===== src/hdl/gcr_6and2_track_sector_decoder_defines.svh =====
// Assertion macros shared by the sector decoder RTL.
// Relies on the including module having clk and rst in scope.
`ifndef GCR_6AND2_TRACK_SECTOR_DECODER_DEFINES_SVH
`define GCR_6AND2_TRACK_SECTOR_DECODER_DEFINES_SVH

`ifndef SYNTHESIS

// Same-cycle implication, sampled on clk, off during reset.
`define GCR62_ASSERT_SAME(label, ante, cons) \
  label: assert property (@(posedge clk) disable iff (rst) (ante) |-> (cons)) \
    else $error("gcr62 same-cycle check failed");

// Next-cycle implication, sampled on clk, off during reset.
`define GCR62_ASSERT_NEXT(label, ante, cons) \
  label: assert property (@(posedge clk) disable iff (rst) (ante) |=> (cons)) \
    else $error("gcr62 next-cycle check failed");

`else

`define GCR62_ASSERT_SAME(label, ante, cons)
`define GCR62_ASSERT_NEXT(label, ante, cons)

`endif

`endif


===== src/hdl/gcr62_pkg.sv =====
// Shared types, constants and small decode functions for the 6-and-2 sector decoder.
// No dependencies.
package gcr62_pkg;

  localparam int SECTOR_COUNT           = 16;
  localparam int DATA_SEARCH_WINDOW_DEF = 117;
  localparam int AUX_COUNT              = 86;
  localparam int AUX_AW                 = $clog2(AUX_COUNT);
  localparam int DATA_NIBBLES           = 342;
  localparam int FC_W                   = 9;

  localparam logic [7:0] PRO_D5 = 8'hd5;
  localparam logic [7:0] PRO_AA = 8'haa;
  localparam logic [7:0] PRO_96 = 8'h96;
  localparam logic [7:0] PRO_AD = 8'had;
  localparam logic [7:0] MASK_EVEN = 8'h55;
  localparam logic [7:0] MASK_ODD  = 8'haa;

  localparam logic [1:0] ST_DATA = 2'd0;
  localparam logic [1:0] ST_GOOD = 2'd1;
  localparam logic [1:0] ST_BAD  = 2'd2;

  typedef enum logic [1:0] {
    PH_HUNT,
    PH_ADDR,
    PH_SEARCH,
    PH_DATA
  } phase_t;

  typedef struct packed {
    logic [7:0] data_byte;
    logic [7:0] byte_index;
    logic [3:0] sector_number;
    logic [1:0] status;
    logic       last;
    logic       track_complete;
  } gcr62_result_t;

  localparam logic [7:0] GCR62_TABLE [64] = '{
    8'h96, 8'h97, 8'h9a, 8'h9b, 8'h9d, 8'h9e, 8'h9f, 8'ha6,
    8'ha7, 8'hab, 8'hac, 8'had, 8'hae, 8'haf, 8'hb2, 8'hb3,
    8'hb4, 8'hb5, 8'hb6, 8'hb7, 8'hb9, 8'hba, 8'hbb, 8'hbc,
    8'hbd, 8'hbe, 8'hbf, 8'hcb, 8'hcd, 8'hce, 8'hcf, 8'hd3,
    8'hd6, 8'hd7, 8'hd9, 8'hda, 8'hdb, 8'hdc, 8'hdd, 8'hde,
    8'hdf, 8'he5, 8'he6, 8'he7, 8'he9, 8'hea, 8'heb, 8'hec,
    8'hed, 8'hee, 8'hef, 8'hf2, 8'hf3, 8'hf4, 8'hf5, 8'hf6,
    8'hf7, 8'hf9, 8'hfa, 8'hfb, 8'hfc, 8'hfd, 8'hfe, 8'hff
  };

  // Returns {valid, 6-bit value}; table entries are unique, so OR the hits.
  function automatic logic [6:0] gcr62_untranslate(input logic [7:0] nib);
    logic [6:0] r;
    r = '0;
    for (int k = 0; k < 64; k++) begin
      if (GCR62_TABLE[k] == nib) begin
        r = r | {1'b1, 6'(k)};
      end
    end
    return r;
  endfunction

  // 4-and-4: odd bits from the first nibble, even bits from the second.
  function automatic logic [7:0] gcr62_decode44(input logic [7:0] a, input logic [7:0] b);
    return ({a[6:0], 1'b0} & MASK_ODD) | (b & MASK_EVEN);
  endfunction

  // Aux bit pairs are stored swapped.
  function automatic logic [1:0] gcr62_swap2(input logic [1:0] b);
    return {b[0], b[1]};
  endfunction

endpackage


===== src/hdl/gcr_6and2_track_sector_decoder.sv =====
// 6-and-2 GCR track sector decoder, top level. Depends on gcr62_pkg, gcr62_aux_ram,
// gcr62_out_skid and the defines header.
// Throughput: one nibble per cycle while s_axis_tready is high; each word is decoded
// in full in the cycle it is accepted, and its result word is registered before m_axis.
// s_axis_tready drops only while the skid word is occupied (output stalled two words deep).
// Reset (rst, synchronous): parser back to address hunt, sector map cleared, expected
// track 0. The aux memory is not cleared; every sector fills it before reading it.
`include "gcr_6and2_track_sector_decoder_defines.svh"

module gcr_6and2_track_sector_decoder
  import gcr62_pkg::*;
#(
  parameter int DATA_SEARCH_WINDOW = DATA_SEARCH_WINDOW_DEF
) (
  input  logic        clk,
  input  logic        rst,
  // configuration write: expected_track
  input  logic        cfg_valid,
  output logic        cfg_ready,
  input  logic [7:0]  cfg_data,
  // nibble stream in
  input  logic        s_axis_tvalid,
  output logic        s_axis_tready,
  input  logic [7:0]  s_axis_tdata,   // [7:0] nibble
  input  logic        s_axis_tuser,   // [0] track_start
  // decoded word stream out
  output logic        m_axis_tvalid,
  input  logic        m_axis_tready,
  output logic [23:0] m_axis_tdata,   // [7:0] data_byte, [15:8] byte_index,
                                      // [19:16] sector_number, [20] track_complete, rest 0
  output logic [1:0]  m_axis_tuser,   // [1:0] status
  output logic        m_axis_tlast    // last
);

  // Search window counter saturates at the window size; only < / >= window matters.
  localparam int WIN_W = $clog2(DATA_SEARCH_WINDOW + 1);
  localparam logic [WIN_W-1:0] WIN_LIMIT = WIN_W'(DATA_SEARCH_WINDOW);
  localparam logic [FC_W-1:0]  FC_AUX    = FC_W'(AUX_COUNT);
  localparam logic [FC_W-1:0]  FC_LANE1  = FC_W'(2 * AUX_COUNT);
  localparam logic [FC_W-1:0]  FC_LANE2  = FC_W'(3 * AUX_COUNT);
  localparam logic [FC_W-1:0]  FC_END    = FC_W'(DATA_NIBBLES);
  localparam logic [FC_W-1:0]  FC_ADDR_LAST = FC_W'(7);

  // ---------------------------------------------------------------------------
  // Parser state
  // ---------------------------------------------------------------------------
  phase_t            phase, phase_next;
  logic [1:0]        pm, pm_next;             // prologue match progress
  logic [FC_W-1:0]   fc, fc_next;             // field / data nibble counter
  logic [7:0]        held, held_next;         // first half of a 4-and-4 pair
  logic [7:0]        addr_vol, addr_vol_next;
  logic [7:0]        addr_trk, addr_trk_next;
  logic [7:0]        addr_sec, addr_sec_next;
  logic [WIN_W-1:0]  win, win_next;
  logic [5:0]        xc, xc_next;             // running XOR chain
  logic [SECTOR_COUNT-1:0] seen, seen_next;
  logic [7:0]        expected_track;

  // Effective state after an optional track start on this word.
  phase_t            ph_e;
  logic [1:0]        pm_e;
  logic [FC_W-1:0]   fc_e;
  logic [7:0]        held_e;
  logic [WIN_W-1:0]  win_e;
  logic [5:0]        xc_e;
  logic [SECTOR_COUNT-1:0] seen_e;

  logic        accept;
  logic        room;
  logic [7:0]  nib;
  logic [6:0]  untr;
  logic        t_ok;
  logic [5:0]  t_val;
  logic [5:0]  chain_v;
  logic [7:0]  pair_v;
  logic        addr_ok;

  // Aux memory ports
  logic              aux_we;
  logic [AUX_AW-1:0] aux_waddr;
  logic [5:0]        aux_rdata;
  logic [AUX_AW-1:0] aux_raddr;
  logic [FC_W-1:0]   fc_adv;

  // Result
  logic          push;
  gcr62_result_t res;
  gcr62_result_t out_word;
  logic [1:0]    lane;
  logic [FC_W-1:0] byte_i;

  assign cfg_ready     = 1'b1;
  assign s_axis_tready = room;
  assign accept        = s_axis_tvalid && s_axis_tready;
  assign nib           = s_axis_tdata;

  assign untr  = gcr62_untranslate(nib);
  assign t_ok  = untr[6];
  assign t_val = untr[5:0];

  always_comb begin
    if (s_axis_tuser) begin
      ph_e   = PH_HUNT;
      pm_e   = 2'd0;
      fc_e   = '0;
      held_e = '0;
      win_e  = '0;
      xc_e   = '0;
      seen_e = '0;
    end else begin
      ph_e   = phase;
      pm_e   = pm;
      fc_e   = fc;
      held_e = held;
      win_e  = win;
      xc_e   = xc;
      seen_e = seen;
    end
  end

  assign chain_v = t_val ^ xc_e;
  assign pair_v  = gcr62_decode44(held_e, nib);
  assign addr_ok = (addr_sec < 8'(SECTOR_COUNT)) && (addr_trk == expected_track) &&
                   ((addr_vol ^ addr_trk ^ addr_sec) == pair_v);

  // Lane of the aux value used by the current data byte.
  always_comb begin
    if (fc_e >= FC_LANE2) begin
      lane = 2'd2;
    end else if (fc_e >= FC_LANE1) begin
      lane = 2'd1;
    end else begin
      lane = 2'd0;
    end
  end
  assign byte_i = fc_e - FC_AUX;

  // ---------------------------------------------------------------------------
  // Next phase
  // ---------------------------------------------------------------------------
  always_comb begin
    phase_next = ph_e;
    case (ph_e)
      PH_ADDR: begin
        if (fc_e == FC_ADDR_LAST) begin
          phase_next = addr_ok ? PH_SEARCH : PH_HUNT;
        end
      end
      PH_SEARCH: begin
        if (pm_e == 2'd2 && nib == PRO_AD) begin
          phase_next = PH_DATA;
        end else if (!(pm_e == 2'd1 && nib == PRO_AA) &&
                     !(nib == PRO_D5 && win_e < WIN_LIMIT) &&
                     win_e >= WIN_LIMIT) begin
          phase_next = PH_HUNT;
        end
      end
      PH_DATA: begin
        if (fc_e >= FC_END || !t_ok) begin
          phase_next = PH_HUNT;
        end
      end
      default: begin
        phase_next = (pm_e == 2'd2 && nib == PRO_96) ? PH_ADDR : PH_HUNT;
      end
    endcase
  end

  // ---------------------------------------------------------------------------
  // Datapath: field capture, chain, aux write, result word
  // ---------------------------------------------------------------------------
  always_comb begin
    pm_next       = pm_e;
    fc_next       = fc_e;
    held_next     = held_e;
    win_next      = win_e;
    xc_next       = xc_e;
    seen_next     = seen_e;
    addr_vol_next = addr_vol;
    addr_trk_next = addr_trk;
    addr_sec_next = addr_sec;
    aux_we        = 1'b0;
    push          = 1'b0;
    res.data_byte     = '0;
    res.byte_index    = '0;
    res.sector_number = addr_sec[3:0];
    res.status        = ST_DATA;
    res.last          = 1'b0;
    res.track_complete = 1'b0;

    case (ph_e)
      PH_ADDR: begin
        fc_next = fc_e + FC_W'(1);
        if (!fc_e[0]) begin
          held_next = nib;
        end else begin
          case (fc_e[2:1])
            2'd0: addr_vol_next = pair_v;
            2'd1: addr_trk_next = pair_v;
            2'd2: addr_sec_next = pair_v;
            default: begin
              // checksum pair closes the field
              fc_next  = '0;
              pm_next  = 2'd0;
              win_next = '0;
            end
          endcase
        end
      end
      PH_SEARCH: begin
        if (win_e < WIN_LIMIT) begin
          win_next = win_e + WIN_W'(1);
        end
        if (pm_e == 2'd1 && nib == PRO_AA) begin
          pm_next = 2'd2;
        end else if (pm_e == 2'd2 && nib == PRO_AD) begin
          pm_next = 2'd0;
          fc_next = '0;
          xc_next = '0;
        end else if (nib == PRO_D5 && win_e < WIN_LIMIT) begin
          pm_next = 2'd1;
        end else if (win_e >= WIN_LIMIT) begin
          // window gone: this nibble may start an address prologue
          pm_next = (nib == PRO_D5) ? 2'd1 : 2'd0;
        end else begin
          pm_next = 2'd0;
        end
      end
      PH_DATA: begin
        if (fc_e >= FC_END || !t_ok) begin
          pm_next   = 2'd0;
          fc_next   = '0;
          held_next = '0;
          win_next  = '0;
          xc_next   = '0;
          push      = 1'b1;
          res.last  = 1'b1;
          if (fc_e >= FC_END && t_ok && t_val == xc_e) begin
            seen_next  = seen_e | (SECTOR_COUNT'(1) << addr_sec[3:0]);
            res.status = ST_GOOD;
          end else begin
            res.status = ST_BAD;
          end
        end else begin
          xc_next = chain_v;
          fc_next = fc_e + FC_W'(1);
          if (fc_e < FC_AUX) begin
            aux_we = 1'b1;
          end else begin
            push           = 1'b1;
            res.byte_index = byte_i[7:0];
            res.data_byte  = {chain_v,
                              gcr62_swap2(aux_rdata[{lane, 1'b0} +: 2])};
          end
        end
      end
      default: begin
        if (pm_e == 2'd1 && nib == PRO_AA) begin
          pm_next = 2'd2;
        end else if (pm_e == 2'd2 && nib == PRO_96) begin
          pm_next   = 2'd0;
          fc_next   = '0;
          held_next = '0;
        end else begin
          pm_next = (nib == PRO_D5) ? 2'd1 : 2'd0;
        end
      end
    endcase

    res.track_complete = &seen_next;
  end

  // ---------------------------------------------------------------------------
  // Aux memory. Address the read from the counter value that the next word will
  // see, so the registered data lines up with it. Writes (aux run) always finish
  // before any read of the same sector, so no forwarding is needed.
  // ---------------------------------------------------------------------------
  assign aux_waddr = fc_e[AUX_AW-1:0];
  assign fc_adv    = accept ? fc_next : fc;

  always_comb begin
    if (fc_adv >= FC_LANE2) begin
      aux_raddr = AUX_AW'(fc_adv - FC_LANE2);
    end else if (fc_adv >= FC_LANE1) begin
      aux_raddr = AUX_AW'(fc_adv - FC_LANE1);
    end else if (fc_adv >= FC_AUX) begin
      aux_raddr = AUX_AW'(fc_adv - FC_AUX);
    end else begin
      aux_raddr = fc_adv[AUX_AW-1:0];
    end
  end

  gcr62_aux_ram u_aux_ram (
    .clk   (clk),
    .we    (aux_we && accept),
    .waddr (aux_waddr),
    .wdata (chain_v),
    .raddr (aux_raddr),
    .rdata (aux_rdata)
  );

  // ---------------------------------------------------------------------------
  // State registers: advance only on an accepted word.
  // ---------------------------------------------------------------------------
  always_ff @(posedge clk) begin
    if (rst) begin
      phase    <= PH_HUNT;
      pm       <= 2'd0;
      fc       <= '0;
      held     <= '0;
      addr_vol <= '0;
      addr_trk <= '0;
      addr_sec <= '0;
      win      <= '0;
      xc       <= '0;
      seen     <= '0;
    end else if (accept) begin
      phase    <= phase_next;
      pm       <= pm_next;
      fc       <= fc_next;
      held     <= held_next;
      addr_vol <= addr_vol_next;
      addr_trk <= addr_trk_next;
      addr_sec <= addr_sec_next;
      win      <= win_next;
      xc       <= xc_next;
      seen     <= seen_next;
    end
  end

  always_ff @(posedge clk) begin
    if (rst) begin
      expected_track <= '0;
    end else if (cfg_valid && cfg_ready) begin
      expected_track <= cfg_data;
    end
  end

  // ---------------------------------------------------------------------------
  // Output register and skid word
  // ---------------------------------------------------------------------------
  gcr62_out_skid u_out_skid (
    .clk       (clk),
    .rst       (rst),
    .push      (push && accept),
    .push_word (res),
    .has_room  (room),
    .out_valid (m_axis_tvalid),
    .out_ready (m_axis_tready),
    .out_word  (out_word)
  );

  assign m_axis_tdata = {3'b000, out_word.track_complete, out_word.sector_number,
                         out_word.byte_index, out_word.data_byte};
  assign m_axis_tuser = out_word.status;
  assign m_axis_tlast = out_word.last;

  // ---------------------------------------------------------------------------
  // Checks
  // ---------------------------------------------------------------------------
  `GCR62_ASSERT_SAME(a_skid_behind_out, !room, m_axis_tvalid)
  `GCR62_ASSERT_SAME(a_aux_write_in_aux_run, aux_we, (phase == PH_DATA) && (fc < FC_AUX))
  `GCR62_ASSERT_SAME(a_data_word_after_aux, push && accept && res.status == ST_DATA,
                     (phase == PH_DATA) && (fc >= FC_AUX) && (fc < FC_END))
  `GCR62_ASSERT_NEXT(a_track_start_clears_map, accept && s_axis_tuser, seen == '0)

endmodule


===== src/hdl/gcr62_aux_ram.sv =====
// Auxiliary-value store: 86 x 6 bit, one write port, one read port, registered read.
// Depends on gcr62_pkg.
module gcr62_aux_ram
  import gcr62_pkg::*;
(
  input  logic              clk,
  input  logic              we,
  input  logic [AUX_AW-1:0] waddr,
  input  logic [5:0]        wdata,
  input  logic [AUX_AW-1:0] raddr,
  output logic [5:0]        rdata
);

  logic [5:0] mem [AUX_COUNT];

  always_ff @(posedge clk) begin
    if (we) begin
      mem[waddr] <= wdata;
    end
  end

  always_ff @(posedge clk) begin
    rdata <= mem[raddr];
  end

endmodule


===== src/hdl/gcr62_out_skid.sv =====
// Output register plus one skid word for decoded results.
// Depends on gcr62_pkg.
module gcr62_out_skid
  import gcr62_pkg::*;
(
  input  logic          clk,
  input  logic          rst,
  input  logic          push,
  input  gcr62_result_t push_word,
  output logic          has_room,
  output logic          out_valid,
  input  logic          out_ready,
  output gcr62_result_t out_word
);

  logic          skid_valid;
  gcr62_result_t skid_word;
  logic          pop;

  assign pop      = out_valid && out_ready;
  assign has_room = !skid_valid;

  always_ff @(posedge clk) begin
    if (rst) begin
      out_valid  <= 1'b0;
      skid_valid <= 1'b0;
    end else if (skid_valid) begin
      if (pop) begin
        skid_valid <= 1'b0;
      end
    end else if (push) begin
      if (out_valid && !pop) begin
        skid_valid <= 1'b1;
      end else begin
        out_valid <= 1'b1;
      end
    end else if (pop) begin
      out_valid <= 1'b0;
    end
  end

  always_ff @(posedge clk) begin
    if (skid_valid) begin
      if (pop) begin
        out_word <= skid_word;
      end
    end else if (push) begin
      if (out_valid && !pop) begin
        skid_word <= push_word;
      end else begin
        out_word <= push_word;
      end
    end
  end

endmodule

===== config.mk =====
export PLATFORM = sky130hd
export DESIGN_NAME = gcr_6and2_track_sector_decoder
export DESIGN_NICKNAME = d
export VERILOG_FILES = /design/src/hdl/gcr62_pkg.sv /design/src/hdl/gcr_6and2_track_sector_decoder.sv /design/src/hdl/gcr62_aux_ram.sv /design/src/hdl/gcr62_out_skid.sv
export VERILOG_INCLUDE_DIRS = /design/src /design/src/hdl
export SDC_FILE = /design/constraint.sdc
export NUM_CORES = 1
export LEC_CHECK = 0
export BUFFER_PORTS_ARGS = -buffer_cell sky130_fd_sc_hd__buf_2
export CAP_MARGIN = 0
export CORE_AREA = 2 2 225 227
export CTS_BUF_LIST = sky130_fd_sc_hd__clkbuf_4 sky130_fd_sc_hd__clkbuf_8
export DETAILED_ROUTE_END_ITERATION = 16
export DIE_AREA = 0 0 227 229
export GPL_ROUTABILITY_DRIVEN = 0
export PLACE_DENSITY = 0.76
export SETUP_SLACK_MARGIN = 0.05
export SYNTH_ARGS = -nofsm -noshare
export SYNTH_HDL_FRONTEND = slang
export SYNTH_SLANG_ARGS = --single-unit

===== constraint.sdc =====
create_clock -name clk -period 8.1 [get_ports clk]
set_clock_uncertainty 0.05 [all_clocks]
set_input_delay 0.405 -clock clk [delete_from_list [all_inputs] [get_ports clk]]
set_output_delay 0.405 -clock clk [all_outputs]
set_load 0.01 [all_outputs]

; ---- Word-level counts from Yosys, hierarchy flattened
; Memories as Yosys holds them, arrays and structs flattened. A register that Yosys moved wholly into a read port is not among the register bits.
; Index checks and enable logic that the tools add are counted.
; W data, S select, Z words.
[totals]
regBits = 132
ram_bits = 516
in_bits = 22
output_inout_bits = 30
wordCells = 450
memories = 1
[op_classes]
addsub = 6
order_cmp = 10
n_eq_ne = 83
shift = 2
mux = 276
n_bitwise = 6
n_reduce_logical = 41
[memory_table]
columns = name, depth, width, rd, rd_ports_with_merged_regs, wr, line_no
row1 = u_aux_ram.mem, 86, 6, 1, 1, 1, gcr62_aux_ram.sv:14  ; logic [5:0] mem [AUX_COUNT];
[op_table]
columns = op, n
row1 = $mux W7, 82
row2 = $eq A8 B8 Y1 const A, 64
row3 = $mux W24, 13
row4 = $mux W8, 38
row5 = $mux W16, 15
row6 = $mux W9, 20
row7 = $mux W2, 45
row8 = $mux W6, 10
row9 = $mux W1, 44
row10 = $eq A8 B8 Y1 const B, 4
row11 = $ge A9 B9 Y1 const B, 3
row12 = $pmux W9 S3, 1
row13 = $pmux W8 S3, 1
row14 = $pmux W7 S3, 1
row15 = $ge A9 B8 Y1 const B, 2
row16 = $reduce_bool A2 Y1, 9
row17 = $eq A8 B8 Y1, 2
row18 = $or A16 B16 Y16, 1
row19 = $reduce_and A16 Y1, 1
row20 = $shl A1 B4 Y16 const A, 1
row21 = $xor A8 B8 Y8, 2
row22 = $logic_and A1 B1 Y1, 15
row23 = $pmux W2 S3, 2
row24 = $pmux W6 S2, 1
row25 = other kinds (30), 47

; ---- Longest topological paths before layout
; Gate-level depths: netlist of run 1.
[depth]
ltp_word = 81
ltp_mapped = 30
depth_no_buf = 24

; ---- Modules after synthesis
; Synthesis of run 1 repeated with hierarchy kept, for this count alone.
[unflattened]
cells_unflattened = 2027
hier_area_um2 = 28914.0
[by_module_without_submodules]
columns = mod, instances, cells_per_inst, area_each_um2, seq_area_each_um2
row1 = gcr62_aux_ram, 1, 999, 20317.0, 15615.0
row2 = gcr_6and2_track_sector_decoder, 1, 940, 6713.9, 1561.5
row3 = gcr62_out_skid, 1, 88, 1883.1, 1481.4

; ---- Least setup slack after synthesis of run 1
; OpenSTA, ideal clock, no wires.
[synth_timing]
kind = input to register
startpoint = input s_axis_tdata[2]
endpoint = register u_out_skid.out_word[0] (netlist name)
setup_time_ns = 0.270
arrival_time_ns = 5.873
required_time_ns = 7.780
setup_slack_ns = 1.908
stages = 17
path_buffers = 3
cell_sequence = buf_2 > buf_2 > nor2b_1 > a32oi_1 > nor4b_1 > a2111oi_2 > xnor2_1 > or4_1 > nor4_1 > nand2b_1 > nor3_2 > and2_1 > clkbuf_1 > a31o_2 > a32oi_1 > or3_1 > o41ai_1
[synth_between]
elab_chain_cells = 80
[synth_rtl]
columns = item, line_no
row1 = start: declaration, gcr_6and2_track_sector_decoder.sv:24  ; input logic [7:0] s_axis_tdata,
row2 = $eq A8 B8 Y1, gcr62_pkg.sv:55  ; if (GCR62_TABLE[k] == nib) begin
row3 = $mux W7 (63 in series), gcr62_pkg.sv:55
row4 = $mux W7 (*), gcr62_pkg.sv:55
row5 = branches (longest 5 deep; another with $mux W16), --
row6 = $mux W16 (*), gcr_6and2_track_sector_decoder.sv:230  ; if (fc_e >= FC_END || !t_ok) begin
row7 = $mux W16 (*) (2 in series), gcr_6and2_track_sector_decoder.sv:191  ; case (ph_e)
row8 = $reduce_and A16 Y1 (*), gcr_6and2_track_sector_decoder.sv:270  ; res.track_complete = &seen_next;
row9 = $mux W24 (*), gcr62_out_skid.sv:48  ; if (out_valid && !pop) begin
row10 = $mux W24 (*), gcr62_out_skid.sv:47  ; end else if (push) begin
row11 = $mux W24 (*), gcr62_out_skid.sv:43  ; if (skid_valid) begin
row12 = $mux W24 (*), gcr62_out_skid.sv:47
row13 = $mux W24 (*) (2 in series), gcr62_out_skid.sv:43
; Every way passes the cells marked *. The select of a mux whose other input is x is not followed.
; A chain may end at the register's enable or synchronous reset.

; ---- Final worst setup path of run 1
[layout_timing]
startpoint = register fc[1]
endpoint = register u_aux_ram.rdata[2], read port of u_aux_ram.mem
[layout_between]
elab_chain_cells = 17
[layout_rtl]
columns = item, line_no
row1 = start: declaration, gcr_6and2_track_sector_decoder.sv:49  ; logic [FC_W-1:0] fc, fc_next;
row2 = start signal: assignment, gcr_6and2_track_sector_decoder.sv:320  ; fc <= fc_next;
row3 = $mux W9 (*), gcr_6and2_track_sector_decoder.sv:102  ; if (s_axis_tuser) begin
row4 = branches (longest 7 deep; another with $add A9 B1 Y9), --
row5 = $pmux W9 S3 (*), gcr_6and2_track_sector_decoder.sv:191
row6 = $mux W9 (*), --
row7 = via fc_adv[2], gcr_6and2_track_sector_decoder.sv:83  ; logic [FC_W-1:0] fc_adv;
row8 = $ge A9 B7 Y1 or $sub A7 B7 Y7 (tied branches), "gcr_6and2_track_sector_decoder.sv:286, gcr_6and2_track_sector_decoder.sv:287"
row9 = $mux W7, gcr_6and2_track_sector_decoder.sv:286  ; end else if (fc_adv >= FC_AUX) begin
row10 = $mux W7, gcr_6and2_track_sector_decoder.sv:284  ; end else if (fc_adv >= FC_LANE1) begin
row11 = $mux W7, gcr_6and2_track_sector_decoder.sv:282  ; if (fc_adv >= FC_LANE2) begin
row12 = $mux W7, gcr_6and2_track_sector_decoder.sv:284
row13 = $mux W7, gcr_6and2_track_sector_decoder.sv:282
row14 = $mux W7 (*), gcr_6and2_track_sector_decoder.sv:282
row15 = end: declaration, gcr62_aux_ram.sv:11  ; output logic [5:0] rdata
; Mark *: on every way through the listed nets, which the timed path passes. The select of a mux whose other input is x is not followed.

==> flow_summary.toml, run 1 <==
[run_status]
status = "finished with violations"
violations = "antenna rules"

[sta]
period_share_pct = 88.63
maxSlewViolCount = 0
fin_tns_setup_ns = 0
hold_viol_final = 0
hold_ws_ns = 0.07953
fin_crit_ns = 7.179
max_slew_margin_pct = 16.67
rsz0062_at_grt = "false"
setup_viol = 0
worstMarginPinSlew_ns = 1.245
max_freq_mhz = 139.3

[global_route]
grt_max_degree = 89
antenna_found_initial = 2
grt_pass1_vias = 19380
overflow = 0
groute.usage.overall_pct = 28.51
grt_pass1_wl_um = 112900

[synth]
synth_top_area_share_pct = 57.58
synthArstFlopShare_pct = 0
syn_avg_cell_area_um2 = 12.95
synth_most_common_cell = "edfxtp_1"
ys_top_cells_by_area = "edfxtp_1, dfxtp_1, mux4_2, mux2i_1, nand2_1"
ys_top_cells_by_count = "edfxtp_1, nand2_1, nor2_1, mux2i_1, dfxtp_1"
ys_warn_count = 0
synthFlopType = "edfxtp_1"
syn_area_um2 = 29410
ys_ff_latch = 650
seq_area_frac_synth_pct = 63.44
synth_top_area_cell = "edfxtp_1"
syn_inst = 2272
synth-edff-count = 564
synth_cell_types = 100

[placement]
hpwl_um = 45480
placedInstanceArea_um2 = 30070
port_buffers = 47

[die]
io_pins = 52
die-area_um2 = 51980
coreArea_um2 = 49660
chipHeight_um = 229
rows = 82
die_w_um = 227
initial_core_util_pct = 59.23

[worst_setup_path]
crit_start = "fc[1]"
start_kind = "register"
worstPathRequired_ns = 8.61
cp_cell_sequence = "nor2b_1 -> ha_1 -> o211ai_1 -> a21oi_1 -> or2_2 -> a311oi_1 -> o21a_1 -> inv_1 -> ha_1 -> o2111ai_1 -> and3_1 -> a31oi_1 -> inv_1 -> a41o_1 -> nor3_2 -> nor2_1 -> nand2_1 -> o211ai_1 -> nor4_1 -> nor3_1"
critical_path.top_delay_family = "simple AND/OR/NAND/NOR gates"
cp_max_fo = 12
cp-end-kind = "register"
rr_startpoint = "fc[1]"
worst_path_max_delay_cell = "nor4_1"
crit_type = "reg -> reg"
max_stage_delay_ns = 0.83
worst-endpoint-arrival_ns = 7.69
crit_buf_inv = 2

[routing]
viasPerCell = 6.506
first_iter_violations = 2464
dr.pass1.iters = 6
wl_per_cell_um = 23.86
via_count = 19970
drc = 0
drt_wl_total_um = 73240
ant_nets = 1

[clocking]
cts_sinks = 650
cts.path.max_buffers = 3
clk_latency_ns = 0.72
htree_levels = 3
cts_resized = 0
cts_made_buffers = 103
cts_root_buf = "clkbuf_8"
cts_tree = "built"
clk_pin_slew_ns = 0.07

[hold_path]
hold_class = "in -> reg"
hp-start = "cfg_valid"

[run]
drv_cap = 0

[pwr]
p_leak_uw = 0.01004
ir_drop_v = 0.0001640
powerDensity_nw_per_um2 = 209.1

[layout]
nets = 2346
syn_to_final_growth_pct = 9.610
final_area_um2 = 32240
drive_gt1_share_pct = 15.47
==> timing repair <==
item | 4_1_cts | 5_1_grt
setup buffers | 0 | 0
hold buffers | 9 | 0
hold endpoints to repair | 9 | 0
==> through the flow <==
stage / std cells / worst slack [ns] / total power, uW / utilization (%)
after global routing: 3065 / 0.4845 / 6935 / 64.90
after global placement: 2867 / 0.9676 / 4010 / 60.55
after CTS: 3063 / 1.156 / 6759 / 64.89
final: 3070 / 0.9212 / 6740 / 64.92
after floorplan: 2274 / 1.908 / 3929 / -
after detailed placement: 2867 / 0.8508 / 4018 / 60.55
==> cell type report <==
| class | instances | area [um2] |
|---|---|---|
| diodes | 7 | 17.52 |
| clock buffers | 153 | 1856 |
| clock inverters | 34 | 206.4 |
| fillers | 3639 | 17420 |
| inverters | 27 | 101.3 |
| multi-input cells | 1440 | 9976 |
| flip-flops and latches | 650 | 18660 |
| well taps | 672 | 840.8 |
| repair buffers | 87 | 583.1 |
==> placed cells by master (no fill, tap or decap), types with 10 or more instances in the layout <==
cell	n
xnor2_1	32
clkbuf_4	40
a211oi_1	14
clkinv_1	18
mux4_2	59
and3_1	23
a22oi_1	33
clkbuf_8	113
o31ai_1	17
nand2_1	246
buf_2	47
nor2b_1	22
inv_1	26
nor2_1	235
nor3b_1	10
nor4_1	19
nand4_1	19
a21oi_1	85
nand2b_1	18
a31oi_1	23
edfxtp_1	564
nand3_1	75
mux2_2	17
buf_4	29
o211ai_1	30
dfxtp_1	86
ha_1	15
nand4b_1	10
a32oi_1	22
o21ai_1	10
and2_1	10
o21ai_0	59
nor3_1	26
mux2i_1	115
clkinv_2	11
==> sequential cells by signal, summed over array words and instances, names as in the netlist <==
name / cells
held: 4
u_out_skid.skid_word: 24
addr_vol: 8
addr_trk: 8
fc: 9
u_out_skid.out_word: 24
u_aux_ram.rdata: 6
addr_sec: 8
seen: 16
win: 7
u_out_skid.skid_valid: 1
u_out_skid.out_valid: 1
u_aux_ram.mem: 516
xc: 6
phase: 2
expected_track: 8
pm: 2
==> worst reg2reg max path: stages, from the launching register on <==
cell	delay [ns]
dfxtp_1	0.37
nor2b_1	0.50
ha_1	0.53
o211ai_1	0.20
a21oi_1	0.32
or2_2	0.26
a311oi_1	0.13
o21a_1	0.25
inv_1	0.27
ha_1	0.27
o2111ai_1	0.13
and3_1	0.24
a31oi_1	0.50
inv_1	0.15
a41o_1	0.27
nor3_2	0.69
nor2_1	0.53
nand2_1	0.25
o211ai_1	0.17
nor4_1	0.84
nor3_1	0.10
==> routing by layer <==
layer | GRT usage (%) | wire [um] | part of all wire (%) | vias up
li1 | - | - | - | 8781
met1 | 40.62 | 29820 | 41 | 9909
met2 | 44.02 | 34180 | 47 | 1134
met3 | 5.388 | 6902 | 9.4 | 150
met4 | 10.62 | 2336 | 3.2 | 0
met5 | 0 | 0 | 0 | -
==> path summary, 6_finish.rpt <==
check | to | cells after the start | slack [ns]
worst min register to register | addr_trk[0] | 2 | 0.42
worst max register to register | u_aux_ram.rdata[2] | 20 | 0.92
worst min-delay path | expected_track[2] | 3 | 0.08
worst max-delay path | u_aux_ram.rdata[2] | 20 | 0.92
==> cells by family after synthesis <==
group	count (synthesis)	share of synthesized area [%]
multiplexers	191	9.082
AO/OA/AOI/OAI	418	10.05
adder cells (fa/ha/maj)	16	0.6721
AND/OR/NAND/NOR	761	12.19
XOR/XNOR	50	1.578
flip-flops	650	63.44
other	2	0.02553
buffers and inverters	184	2.969
==> power by group <==
part           switching [uW]  internal [uW]
combinational             206           71.7
sequential               5.62           3670
clock                    1260           1520
No activity file was read; power rests on OpenSTA's default activity.
==> inputs of run 2 (changes only) <==
ABC_AREA = 1   (was not set)
CORE_AREA = 2 2 228 230   (was 2 2 225 227)
DIE_AREA = 0 0 230 232   (was 0 0 227 229)
==> flow_summary.toml, run 2 <==
[worst_setup_path]
crit_buf_inv = 4
crit_type = "reg -> reg"
cp-end-kind = "register"
rrSetupSlack_ns = 1.55
r2r_cells = 20
critical_path.top_delay_family = "simple AND/OR/NAND/NOR gates"
worst-endpoint-arrival_ns = 7.08
crit_cells = 20
worstPathRequired_ns = 8.63
cp_cell_sequence = "clkinv_1 -> nand2_1 -> inv_1 -> o21ai_0 -> inv_1 -> nand2_2 -> nand2_4 -> nand4_1 -> nand2_1 -> nand2_1 -> nor2_1 -> nor2_4 -> buf_4 -> nand3_1 -> nand3_1 -> nand3_1 -> nand3_1 -> nand2_1 -> nand2_1 -> nand2_1"
cp_max_fo = 50
start_kind = "register"
worst_path_max_delay_cell = "dfxtp_1"
crit_top_cell = "nand2_1"
max_stage_delay_ns = 1.04
reg2reg_to = "u_aux_ram.rdata[4]"
rr_startpoint = "u_out_skid.skid_valid"

[clocking]
cts_resized = 0
clk_pin_slew_ns = 0.06
clk_latency_ns = 0.71
cts_sinks = 650
cts_tree = "built"
htree_levels = 3
cts.path.max_buffers = 3
cts_root_buf = "clkbuf_8"
cts_made_buffers = 104

[run]
drv_cap = 0

[layout]
drive_gt1_share_pct = 18.42
fin_cells = 3574
layout.cells.most_common_list = "edfxtp_1, nand2_1, nand3_1"
layout_commonest_cell = "edfxtp_1"
top_regs = "u_aux_ram.mem: 516 flops, u_out_skid.out_word: 24 flops, u_out_skid.skid_word: 24 flops"
regMostFlops = "u_aux_ram.mem"
nets = 2858
largest_register_ff_count = 516
antenna_cells = 0
syn_to_final_growth_pct = 9.497
utilization_pct = 64.94

[hold_path]
min_to = "addr_sec[4]"
hold_class = "in -> reg"
hp-start = "s_axis_tdata[4]"
holdPathStages = 3

[sta]
fin_crit_ns = 6.550
rsz0062_at_grt = "false"
max_slew_margin_pct = 16.32
fin_tns_setup_ns = 0
maxSlewViolCount = 0
hold_ws_ns = 0.07709
hold_viol_final = 0
max_freq_mhz = 152.7
setup_viol = 0
period_share_pct = 80.87
worstMarginPinSlew_ns = 1.254

[routing]
drt_wl_total_um = 76430
dr.pass1.iters = 7
wl_per_cell_um = 21.38
via_count = 21840
viasPerCell = 6.110
ant_nets = 0
drc = 0
first_iter_violations = 2831

[die]
coreArea_um2 = 50890
io_pins = 52
chipHeight_um = 232
die_w_um = 230
initial_core_util_pct = 59.31
die-area_um2 = 53360
rows = 83

[synth]
synth_top_area_cell = "edfxtp_1"
ys_top_cells_by_area = "edfxtp_1, mux2_2, nand2_1, nand3_1, dfxtp_1"
syn_avg_cell_area_um2 = 10.94
synth_most_common_cell = "edfxtp_1"
synth-edff-count = 564
ys_warn_count = 0
synth_top_area_share_pct = 56.11
synth_cell_types = 55
syn_inst = 2759
synthFlopType = "edfxtp_1"
syn_area_um2 = 30180
ys_ff_latch = 650
ys_top_cells_by_count = "edfxtp_1, nand2_1, nand3_1, nor2_1, mux2_2"
synthArstFlopShare_pct = 0
seq_area_frac_synth_pct = 61.82

[placement]
port_buffers = 47
numPlacedInstances = 3377
hpwl_um = 45940

[pwr]
power_uw = 7445
powerDensity_nw_per_um2 = 225.3
p_leak_uw = 0.01216
ir_drop_v = 0.0001649

[global_route]
grt_max_degree = 188
antenna_found_initial = 0
overflow = 0
grt_pass1_vias = 21630
grt_pass1_wl_um = 118000
groute.usage.overall_pct = 28.47

[run_status]
status = "completed"
## run 2: cell count changes after synthesis, moves of 59 or more
cell | previous run | this run
mux2_2 | 17 | 211
mux2i_1 | 115 | 0
nand3_1 | 75 | 349
inv_1 | 26 | 180
nand2_1 | 246 | 497
mux4_2 | 59 | 0
## run 2: routing by layer
metal / vias to the layer above / track usage (%) / wire (um)
li1: 9852 / - / -
met1: 10490 / 36.73 / 29980
met2: 1224 / 47.41 / 36600
met3: 275 / 4.936 / 6554
met4: 0 / 12.84 / 3294
met5: - / 0 / 0
## run 2: metrics by stage
stage / area (um2) / worst slack, ns
5_1_grt: 33050 / 1.124
3_5_place_dp: 30840 / 1.604
3_3_place_gp: 30840 / 1.755
4_1_cts: 33020 / 1.711
6_report: 33050 / 1.550
2_1_floorplan: 30190 / 2.733
## run 2: timing repair
item / in CTS / in global routing
hold buffers: 17 / 0
hold endpoints to repair: 12 / 0
buffers inserted: 0 / 0
## run 2: layout make-up
cell class,instances,area (um2)
Clock inverter,35,247.7
Fill cell,3861,17840
Multi-Input combinational cell,1771,10160
Clock buffer,144,1763
Timing Repair Buffer,86,590.6
Inverter,208,780.7
Sequential cell,650,18660
Tap cell,680,850.8
## run 2: worst reg2reg max path: stages (launching register included)
cell	delay, ns
dfxtp_1	1.04
clkinv_1	0.24
nand2_1	0.58
inv_1	0.46
o21ai_0	0.19
inv_1	0.07
nand2_2	0.21
nand2_4	0.42
nand4_1	0.30
nand2_1	0.08
nand2_1	0.35
nor2_1	0.16
nor2_4	0.82
buf_4	0.54
nand3_1	0.23
nand3_1	0.15
nand3_1	0.10
nand3_1	0.20
nand2_1	0.08
nand2_1	0.12
nand2_1	0.07
## run 2: worst max-delay path by stage
stage,from,endpoint,slack (ns)
3_5_place_dp,s_axis_tuser,u_aux_ram.rdata[2],1.60
2_1_floorplan,s_axis_tdata[1],u_out_skid.out_word[0],2.73
4_1_cts,u_out_skid.skid_valid,u_aux_ram.rdata[4],1.71
5_1_grt,u_out_skid.skid_valid,u_aux_ram.rdata[4],1.12
6_report,u_out_skid.skid_valid,u_aux_ram.rdata[4],1.55
3_3_place_gp,s_axis_tuser,u_aux_ram.rdata[4],1.76
## run 2: kinds of logic (layout without fill, tap and decap cells)
group / count (synthesis) / in the layout / synth area share (%)
AO/OA/AOI/OAI: 309 / 309 / 6.281
XOR/XNOR: 53 / 53 / 1.563
adder cells (fa/ha/maj): 15 / 15 / 0.6218
buffers and inverters: 340 / 473 / 4.709
flip-flops: 650 / 650 / 61.82
multiplexers: 211 / 211 / 7.872
other: 2 / 4 / 0.02488
AND/OR/NAND/NOR: 1179 / 1179 / 17.11
## run 2: report_power, final
group,internal (uW),leakage (uW),switching [uW],total (uW)
clock,1470,0.00108,1270,2740
sequential,3710,0.00589,18.9,3730
combinational,272,0.00519,698,970
